[config.mk]
export PLATFORM = sky130hd
export DESIGN_NAME = first_fit_free_list_allocator_core
export DESIGN_NICKNAME = d
export VERILOG_FILES = /design/src/rtl/ffa_pkg.sv /design/src/rtl/ffa_seq.sv /design/src/rtl/ffa_slot_store.sv /design/src/rtl/first_fit_free_list_allocator_core.sv
export SDC_FILE = /design/constraint.sdc
export NUM_CORES = 1
export LEC_CHECK = 0
export BUFFER_PORTS_ARGS = -buffer_cell sky130_fd_sc_hd__clkbuf_2
export CAP_MARGIN = 10
export CORE_ASPECT_RATIO = 0.9
export CORE_UTILIZATION = 42
export DETAILED_ROUTE_END_ITERATION = 6
export HOLD_SLACK_MARGIN = 0.1
export RECOVER_POWER = 25
export SLEW_MARGIN = 5
export SYNTH_ARGS = -nofsm -noshare
export SYNTH_HDL_FRONTEND = slang
export SYNTH_SLANG_ARGS = --single-unit
[constraint.sdc]
create_clock -name aclk -period 7.1 [get_ports aclk]
set_clock_uncertainty 0.15 [all_clocks]
set_input_delay 0 -clock aclk [delete_from_list [all_inputs] [get_ports aclk]]
set_output_delay 0 -clock aclk [all_outputs]
set_load 0.03 [all_outputs]
[src/rtl/ffa_pkg.sv]
// Shared types, codes and microcode ROM for the first-fit free-list allocator.
// Used by ffa_seq, ffa_slot_store and first_fit_free_list_allocator_core.
package ffa_pkg;

    localparam int LEN_W    = 8;
    localparam int ADDR_W   = 7;
    localparam int STATUS_W = 3;
    localparam int STEP_W   = 3;

    localparam logic CMD_ALLOC = 1'b0;
    localparam logic CMD_FREE  = 1'b1;

    localparam logic [STATUS_W-1:0] ST_FROM_LIST = 3'd0;
    localparam logic [STATUS_W-1:0] ST_FROM_POOL = 3'd1;
    localparam logic [STATUS_W-1:0] ST_NO_SPACE  = 3'd2;
    localparam logic [STATUS_W-1:0] ST_FREED     = 3'd3;
    localparam logic [STATUS_W-1:0] ST_FULL      = 3'd4;
    localparam logic [STATUS_W-1:0] ST_DUP       = 3'd5;

    // Program step addresses
    localparam logic [STEP_W-1:0] STEP_WAIT     = 3'd0;
    localparam logic [STEP_W-1:0] STEP_SCAN     = 3'd1;
    localparam logic [STEP_W-1:0] STEP_DRAIN    = 3'd2;
    localparam logic [STEP_W-1:0] STEP_DISPATCH = 3'd3;
    localparam logic [STEP_W-1:0] STEP_ALLOC    = 3'd4;
    localparam logic [STEP_W-1:0] STEP_FREE     = 3'd5;

    typedef enum logic [2:0] {
        JC_ALWAYS,
        JC_IN_VALID,
        JC_SCAN_LAST,
        JC_CMD_FREE,
        JC_OUT_FREE
    } cond_t;

    typedef struct packed {
        logic              accept;
        logic              scan;
        logic              commit_alloc;
        logic              commit_free;
        cond_t             cond;
        logic [STEP_W-1:0] on_true;
        logic [STEP_W-1:0] on_false;
    } ctrl_t;

    typedef struct packed {
        logic in_valid;
        logic scan_last;
        logic cmd_free;
        logic out_free;
    } flags_t;

    function automatic ctrl_t ucode(input logic [STEP_W-1:0] step);
        ctrl_t w;
        w = '{accept: 1'b0, scan: 1'b0, commit_alloc: 1'b0, commit_free: 1'b0,
              cond: JC_ALWAYS, on_true: STEP_WAIT, on_false: STEP_WAIT};
        case (step)
            STEP_WAIT: begin
                w.accept   = 1'b1;
                w.cond     = JC_IN_VALID;
                w.on_true  = STEP_SCAN;
                w.on_false = STEP_WAIT;
            end
            STEP_SCAN: begin
                w.scan     = 1'b1;
                w.cond     = JC_SCAN_LAST;
                w.on_true  = STEP_DRAIN;
                w.on_false = STEP_SCAN;
            end
            STEP_DRAIN: begin
                w.cond     = JC_ALWAYS;
                w.on_true  = STEP_DISPATCH;
                w.on_false = STEP_DISPATCH;
            end
            STEP_DISPATCH: begin
                w.cond     = JC_CMD_FREE;
                w.on_true  = STEP_FREE;
                w.on_false = STEP_ALLOC;
            end
            STEP_ALLOC: begin
                w.commit_alloc = 1'b1;
                w.cond         = JC_OUT_FREE;
                w.on_true      = STEP_WAIT;
                w.on_false     = STEP_ALLOC;
            end
            STEP_FREE: begin
                w.commit_free = 1'b1;
                w.cond        = JC_OUT_FREE;
                w.on_true     = STEP_WAIT;
                w.on_false    = STEP_FREE;
            end
            default: begin
                w.cond     = JC_ALWAYS;
                w.on_true  = STEP_WAIT;
                w.on_false = STEP_WAIT;
            end
        endcase
        return w;
    endfunction

endpackage

[src/rtl/ffa_seq.sv]
// Microcode sequencer: step counter, control ROM lookup and conditional jumps.
// Depends on ffa_pkg.
module ffa_seq (
    input  logic              aclk,
    input  logic              aresetn,
    input  ffa_pkg::flags_t   flags,
    output ffa_pkg::ctrl_t    ctrl
);

    logic [ffa_pkg::STEP_W-1:0] step_reg;
    logic [ffa_pkg::STEP_W-1:0] step_next;
    logic                       taken;

    always_comb begin
        ctrl = ffa_pkg::ucode(step_reg);
        case (ctrl.cond)
            ffa_pkg::JC_ALWAYS:    taken = 1'b1;
            ffa_pkg::JC_IN_VALID:  taken = flags.in_valid;
            ffa_pkg::JC_SCAN_LAST: taken = flags.scan_last;
            ffa_pkg::JC_CMD_FREE:  taken = flags.cmd_free;
            ffa_pkg::JC_OUT_FREE:  taken = flags.out_free;
            default:               taken = 1'b1;
        endcase
        step_next = taken ? ctrl.on_true : ctrl.on_false;
    end

    always_ff @(posedge aclk) begin
        if (!aresetn) begin
            step_reg <= ffa_pkg::STEP_WAIT;
        end else begin
            step_reg <= step_next;
        end
    end

endmodule

[src/rtl/ffa_slot_store.sv]
// Free-list slot store: valid flops plus a start/length memory with registered read.
// Depends on ffa_pkg.
module ffa_slot_store #(
    parameter int FREE_SLOTS = 16,
    parameter int IDX_W      = 4
) (
    input  logic                       aclk,
    input  logic                       aresetn,
    input  logic                       rd_en,
    input  logic [IDX_W-1:0]           rd_idx,
    output logic                       rd_valid,
    output logic [ffa_pkg::ADDR_W-1:0] rd_start,
    output logic [ffa_pkg::LEN_W-1:0]  rd_length,
    input  logic                       wr_en,
    input  logic [IDX_W-1:0]           wr_idx,
    input  logic [ffa_pkg::ADDR_W-1:0] wr_start,
    input  logic [ffa_pkg::LEN_W-1:0]  wr_length,
    input  logic                       clr_en,
    input  logic [IDX_W-1:0]           clr_idx
);

    localparam int ENTRY_W = ffa_pkg::ADDR_W + ffa_pkg::LEN_W;

    logic [FREE_SLOTS-1:0] valid_reg;
    logic [ENTRY_W-1:0]    mem [FREE_SLOTS];
    logic [ENTRY_W-1:0]    rd_data_reg;
    logic                  rd_valid_reg;

    always_ff @(posedge aclk) begin
        if (!aresetn) begin
            valid_reg <= '0;
        end else begin
            if (wr_en) begin
                valid_reg[wr_idx] <= 1'b1;
            end
            if (clr_en) begin
                valid_reg[clr_idx] <= 1'b0;
            end
        end
    end

    always_ff @(posedge aclk) begin
        if (wr_en) begin
            mem[wr_idx] <= {wr_start, wr_length};
        end
        if (rd_en) begin
            rd_data_reg  <= mem[rd_idx];
            rd_valid_reg <= valid_reg[rd_idx];
        end
    end

    assign rd_valid  = rd_valid_reg;
    assign rd_start  = rd_data_reg[ENTRY_W-1:ffa_pkg::LEN_W];
    assign rd_length = rd_data_reg[ffa_pkg::LEN_W-1:0];

endmodule

[src/rtl/first_fit_free_list_allocator_core.sv]
// First-fit free-list allocator. An item is taken in the wait step; the scan then reads
// one slot per cycle through the slot memory read port, followed by the drain, dispatch
// and commit steps. No new item is taken before the commit, which waits for a free output.
// A finished result sits in an output register while the next item is taken and scanned.
// Reset (aresetn low, synchronous) empties the free list, zeroes the pool pointer and
// drops any pending result; slot contents are not cleared.
module first_fit_free_list_allocator_core #(
    parameter int POOL_WORDS = 128,
    parameter int FREE_SLOTS = 16
) (
    input  logic        aclk,
    input  logic        aresetn,
    input  logic        s_tvalid,
    output logic        s_tready,
    input  logic [15:0] s_tdata,   // [7:0] length, [14:8] address, [15] zero
    input  logic [0:0]  s_tuser,   // [0] command
    output logic        m_tvalid,
    input  logic        m_tready,
    output logic [15:0] m_tdata    // [6:0] address_res, [9:7] status, [15:10] zero
);

    localparam int LEN_W  = ffa_pkg::LEN_W;
    localparam int ADDR_W = ffa_pkg::ADDR_W;
    localparam int IDX_W  = (FREE_SLOTS > 1) ? $clog2(FREE_SLOTS) : 1;
    localparam int BUMP_W = $clog2(POOL_WORDS);
    localparam int SUM_W  = ((BUMP_W > LEN_W) ? BUMP_W : LEN_W) + 1;
    localparam logic [IDX_W-1:0] LAST_IDX = IDX_W'(FREE_SLOTS - 1);

    ffa_pkg::ctrl_t  ctrl;
    ffa_pkg::flags_t flags;

    logic                 cmd_reg;
    logic [LEN_W-1:0]     len_reg;
    logic [ADDR_W-1:0]    addr_reg;

    logic [IDX_W-1:0]     scan_idx_reg;
    logic [IDX_W-1:0]     eval_idx_reg;
    logic                 eval_en_reg;

    logic                 found_reg, found_next;
    logic [IDX_W-1:0]     best_idx_reg, best_idx_next;
    logic [ADDR_W-1:0]    best_start_reg, best_start_next;
    logic                 dup_reg, dup_next;
    logic                 empty_reg, empty_next;
    logic [IDX_W-1:0]     empty_idx_reg, empty_idx_next;

    logic [BUMP_W-1:0]    bump_reg;
    logic [SUM_W-1:0]     bump_sum;
    logic                 pool_fits;
    logic [ADDR_W+BUMP_W-1:0] bump_ext;

    logic                 out_valid_reg;
    logic [ADDR_W-1:0]    out_addr_reg;
    logic [ffa_pkg::STATUS_W-1:0] out_status_reg;
    logic                 out_free;
    logic                 in_xfer;
    logic                 do_alloc;
    logic                 do_free;

    logic                 rd_valid;
    logic [ADDR_W-1:0]    rd_start;
    logic [LEN_W-1:0]     rd_length;

    ffa_seq u_seq (
        .aclk    (aclk),
        .aresetn (aresetn),
        .flags   (flags),
        .ctrl    (ctrl)
    );

    ffa_slot_store #(
        .FREE_SLOTS (FREE_SLOTS),
        .IDX_W      (IDX_W)
    ) u_store (
        .aclk      (aclk),
        .aresetn   (aresetn),
        .rd_en     (ctrl.scan),
        .rd_idx    (scan_idx_reg),
        .rd_valid  (rd_valid),
        .rd_start  (rd_start),
        .rd_length (rd_length),
        .wr_en     (do_free && !dup_reg && empty_reg),
        .wr_idx    (empty_idx_reg),
        .wr_start  (addr_reg),
        .wr_length (len_reg),
        .clr_en    (do_alloc && found_reg),
        .clr_idx   (best_idx_reg)
    );

    assign out_free = !out_valid_reg || m_tready;
    assign in_xfer  = s_tvalid && ctrl.accept;
    assign do_alloc = ctrl.commit_alloc && out_free;
    assign do_free  = ctrl.commit_free && out_free;

    assign flags.in_valid  = s_tvalid;
    assign flags.scan_last = (scan_idx_reg == LAST_IDX);
    assign flags.cmd_free  = (cmd_reg == ffa_pkg::CMD_FREE);
    assign flags.out_free  = out_free;

    assign s_tready = ctrl.accept;
    assign m_tvalid = out_valid_reg;
    assign m_tdata  = {6'd0, out_status_reg, out_addr_reg};

    assign bump_sum  = SUM_W'(bump_reg) + SUM_W'(len_reg);
    assign pool_fits = (bump_sum < SUM_W'(POOL_WORDS));
    assign bump_ext  = {{ADDR_W{1'b0}}, bump_reg};

    // Fold one slot per cycle into the running first-fit / duplicate / free-slot search.
    always_comb begin
        found_next      = found_reg;
        best_idx_next   = best_idx_reg;
        best_start_next = best_start_reg;
        dup_next        = dup_reg;
        empty_next      = empty_reg;
        empty_idx_next  = empty_idx_reg;
        if (eval_en_reg) begin
            if (rd_valid && rd_length >= len_reg
                && (!found_reg || rd_start < best_start_reg)) begin
                found_next      = 1'b1;
                best_idx_next   = eval_idx_reg;
                best_start_next = rd_start;
            end
            if (rd_valid && rd_start == addr_reg) begin
                dup_next = 1'b1;
            end
            if (!rd_valid && !empty_reg) begin
                empty_next     = 1'b1;
                empty_idx_next = eval_idx_reg;
            end
        end
    end

    always_ff @(posedge aclk) begin
        if (!aresetn) begin
            scan_idx_reg  <= '0;
            eval_en_reg   <= 1'b0;
            found_reg     <= 1'b0;
            dup_reg       <= 1'b0;
            empty_reg     <= 1'b0;
            bump_reg      <= '0;
            out_valid_reg <= 1'b0;
        end else begin
            eval_en_reg <= ctrl.scan;
            if (in_xfer) begin
                scan_idx_reg <= '0;
                found_reg    <= 1'b0;
                dup_reg      <= 1'b0;
                empty_reg    <= 1'b0;
            end else begin
                if (ctrl.scan && scan_idx_reg != LAST_IDX) begin
                    scan_idx_reg <= scan_idx_reg + 1'b1;
                end
                found_reg <= found_next;
                dup_reg   <= dup_next;
                empty_reg <= empty_next;
            end
            if (do_alloc && !found_reg && pool_fits) begin
                bump_reg <= BUMP_W'(bump_sum);
            end
            if (do_alloc || do_free) begin
                out_valid_reg <= 1'b1;
            end else if (m_tready) begin
                out_valid_reg <= 1'b0;
            end
        end
    end

    always_ff @(posedge aclk) begin
        if (in_xfer) begin
            cmd_reg  <= s_tuser[0];
            len_reg  <= s_tdata[LEN_W-1:0];
            addr_reg <= s_tdata[LEN_W+ADDR_W-1:LEN_W];
        end
        eval_idx_reg   <= scan_idx_reg;
        best_idx_reg   <= best_idx_next;
        best_start_reg <= best_start_next;
        empty_idx_reg  <= empty_idx_next;
        if (do_alloc) begin
            if (found_reg) begin
                out_addr_reg   <= best_start_reg;
                out_status_reg <= ffa_pkg::ST_FROM_LIST;
            end else if (pool_fits) begin
                out_addr_reg   <= bump_ext[ADDR_W-1:0];
                out_status_reg <= ffa_pkg::ST_FROM_POOL;
            end else begin
                out_addr_reg   <= '0;
                out_status_reg <= ffa_pkg::ST_NO_SPACE;
            end
        end else if (do_free) begin
            out_addr_reg <= '0;
            if (dup_reg) begin
                out_status_reg <= ffa_pkg::ST_DUP;
            end else if (!empty_reg) begin
                out_status_reg <= ffa_pkg::ST_FULL;
            end else begin
                out_status_reg <= ffa_pkg::ST_FREED;
            end
        end
    end

endmodule
==> results.cfg <==
[timing]
finalMaxSlewViolations = 76
hold_viol_final = 0
setup_viol = 0
rsz0062_at_grt = no
tns_ns = 0
fmaxAchievable_mhz = 244
slew_headroom_pct = -32.6
fin_crit_ns = 4.11
fin_crit_sh_pct = 57.8
final.setup.worst_slack_ns = 2.99
worst_pin_slew_ns = 1.99

[grt]
grt_pass1_vias = 7202
overflow = 0
antenna_found_initial = 0
grt_pass1_wl_um = 43700
grt_max_degree = 69
grt_use_total_pct = 18.4

[job]
drv_cap = 3

[clock_network]
path_clk_slew_ns = 0.06
cts.sinks = 336
cts_buffers = 34
cts_resized = 0
clock_latency_ns = 0.50
cts_max_level = 2
cts_tree = yes
cts-root-buf = clkbuf_16
post_cts_buffers = 0
cts.path.max_buffers = 3

[die]
dieArea_mm2 = 0.0326
die_h_um = 171
coreArea_mm2 = 0.0311
rows = 61
io_pins = 39
initial_core_util_pct = 43.0
die_w_um = 190

[drt]
wl_met1_um = 12500
highest_layer = met4
route.detailed.drc = 0
drt-wirelength-per-cell_um = 23.4
drtPass1Iterations = 7
vias = 6817
wl_met2_um = 13900
viasPerCell = 5.55
drt_iter0_markers = 706
route.met3.wl_um = 1450
final_antenna_net_count = 0
wl_um = 28800

[worst_setup_path]
startpoint_type = register
worstPathMaxFanout = 40
critPathKind = register to register
rr_startpoint = scan_idx_reg[0]
slowest_delay_ns = 1.66
arrival_ns = 4.18
cp.required_ns = 7.18
path_common_cell = mux4_2
crit_slowest_cell = dfxtp_1
cp-end-kind = register
cp_cell_sequence = buf_4 > mux4_2 > mux4_2
critPathLaunch = scan_idx_reg[0]

[synth]
synth_top_family_by_area = multiplexers
synth-seq-cells = 336
syn_area_mm2 = 0.0134
async_reset_ff_share_pct = 0
synthAdderAreaFrac_pct = 2.21
yosys_warnings = 0
synth_cell_types = 56
synth-main-ff-cell = edfxtp_1
synth-seq-area-share_pct = 72.4
synth.area.mux_share_pct = 14.1
synth-compound-area-share_pct = 3.93
yosys.area_share.simple_pct = 4.78
synth.avg_cell_area_um2 = 19.1
synth_cells = 700
synth_edf_count = 297
synthXorXnorAreaFrac_pct = 0.654

[power_and_ir_drop]
ir_drop_mv = 0.169
cellPowerDensity_mw_per_mm2 = 263
p_sw_mw = 0.820
pwr-share-comb_pct = 3.7
pwr-share-seq_pct = 54.2
intPower_mw = 3.27
p_leak_nw = 5.08
switching_share_pct = 20.1
clkPwrFrac_pct = 42.1

[finish]
multi_input_area_mm2 = 0.00350
drive_above_1_share_pct = 26.4
final_nets = 841
post-route-util_pct = 49.8
nFillCells = 2526
diodes = 0
area_growth_pct = 15.9
largest_reg_flops = 240
seqCellArea_mm2 = 0.00970
final_area_mm2 = 0.0155

[placement]
place_area_mm2 = 0.0141
io_buffers = 31
gp_congestion = 0.817
pre_cts_ws_ns = 3.94
dp_hpwl_um = 17400

[worst_hold_path]
hp-start = m_tready
hp-class = input port to register

[status]
violations = max-capacitance violations, max-slew violations
status = complete, but fails checks
final timing paths:
kind	endpoint	slack (ns)	cells past startpoint
setup / recovery	u_store.rd_data_reg[4]	2.99	3
hold / removal	m_tvalid	0.26	4
hold reg to reg	best_idx_reg[3]	0.28	0
setup reg to reg	u_store.rd_data_reg[4]	2.99	3
metal layers:
metal,global-route usage (%),vias up
li1,-,3033
met1,24.6,3502
met2,30.8,219
met3,2.98,63
met4,6.40,0
met5,0,-
through the flow:
step                instances  hold WS (ns)  power, mW
finish                   1228         0.260       4.09
global route             1228         0.271       4.21
CTS                      1228         0.239       4.13
detailed placement       1135        0.0286       2.40
global placement         1135        0.0262       2.39
floorplan                 705       -0.0511       2.35
cell families after synthesis:
logic type,Yosys count
other cells,1
compound gates,71
buf+inv,52
fa+ha+maj,23
xor+xnor,10
flops,336
mux,87
simple gates,120
cells in the final DEF, fill, tap and decap left out, drive strengths merged, types with 5 or more instances in the layout:
| cell | count |
|---|---|
| a211oi | 6 |
| a21o | 6 |
| a21oi | 24 |
| buf | 20 |
| clkbuf | 77 |
| clkinv | 11 |
| conb | 6 |
| dfxtp | 39 |
| dlygate4sd3 | 35 |
| edfxtp | 297 |
| ha | 22 |
| inv | 20 |
| mux2i | 7 |
| mux4 | 80 |
| nand2 | 29 |
| nand2b | 12 |
| nand3 | 7 |
| nand4 | 8 |
| nor2 | 26 |
| nor3 | 9 |
| o21ai | 8 |
| o221a | 15 |
| or3 | 5 |
| xor2 | 9 |
final cells by class:
cell class,count,area share (%)
Inverter,20,0.484
Timing Repair Buffer,88,4.27
Clock inverter,14,0.750
Multi-Input combinational cell,317,22.5
Tap cell,409,3.30
Sequential cell,336,62.5
Clock buffer,44,6.14
power groups by stage:
stage / Sequential [mW] / Clock [mW] / Combinational [mW]
after floorplan: 2.24 / 0 / 0.111
final: 2.22 / 1.72 / 0.150
after detailed placement: 2.26 / 0 / 0.136
after CTS: 2.22 / 1.76 / 0.152
after global routing: 2.22 / 1.83 / 0.165
after global placement: 2.26 / 0 / 0.133
worst max-delay path: cells and delay by family, from the launching register on:
| kind | cells | cell delay, ns |
|---|---|---|
| buf+inv | 1 | 0.88 |
| flops | 1 | 1.66 |
| mux | 2 | 1.11 |
synth_stat cells (4+ instances only):
cell type	number	area [um^2]
o221a_2	14	158
xor2_1	9	78.8
nand3_1	7	35.0
a211oi_1	5	37.5
mux4_2	80	1800
inv_1	20	75.1
nor3_1	8	40.0
a21o_1	6	45.0
nand4_1	8	50.1
nor2_1	24	90.1
dfxtp_1	39	781
buf_4	10	75.1
nand2_1	28	105
nand2b_1	12	75.1
a21oi_1	24	120
edfxtp_1	297	8920
buf_1	5	18.8
mux2i_1	6	60.1
buf_2	4	20.0
clkbuf_1	11	41.3
ha_1	22	275
or3_1	5	31.3
o21ai_0	8	40.0
what timing repair did:
item                       CTS  global route
setup endpoints to repair    0             0
hold buffers                35             0
hold endpoints to repair    59             0
Power figures use the tool's default switching activity.
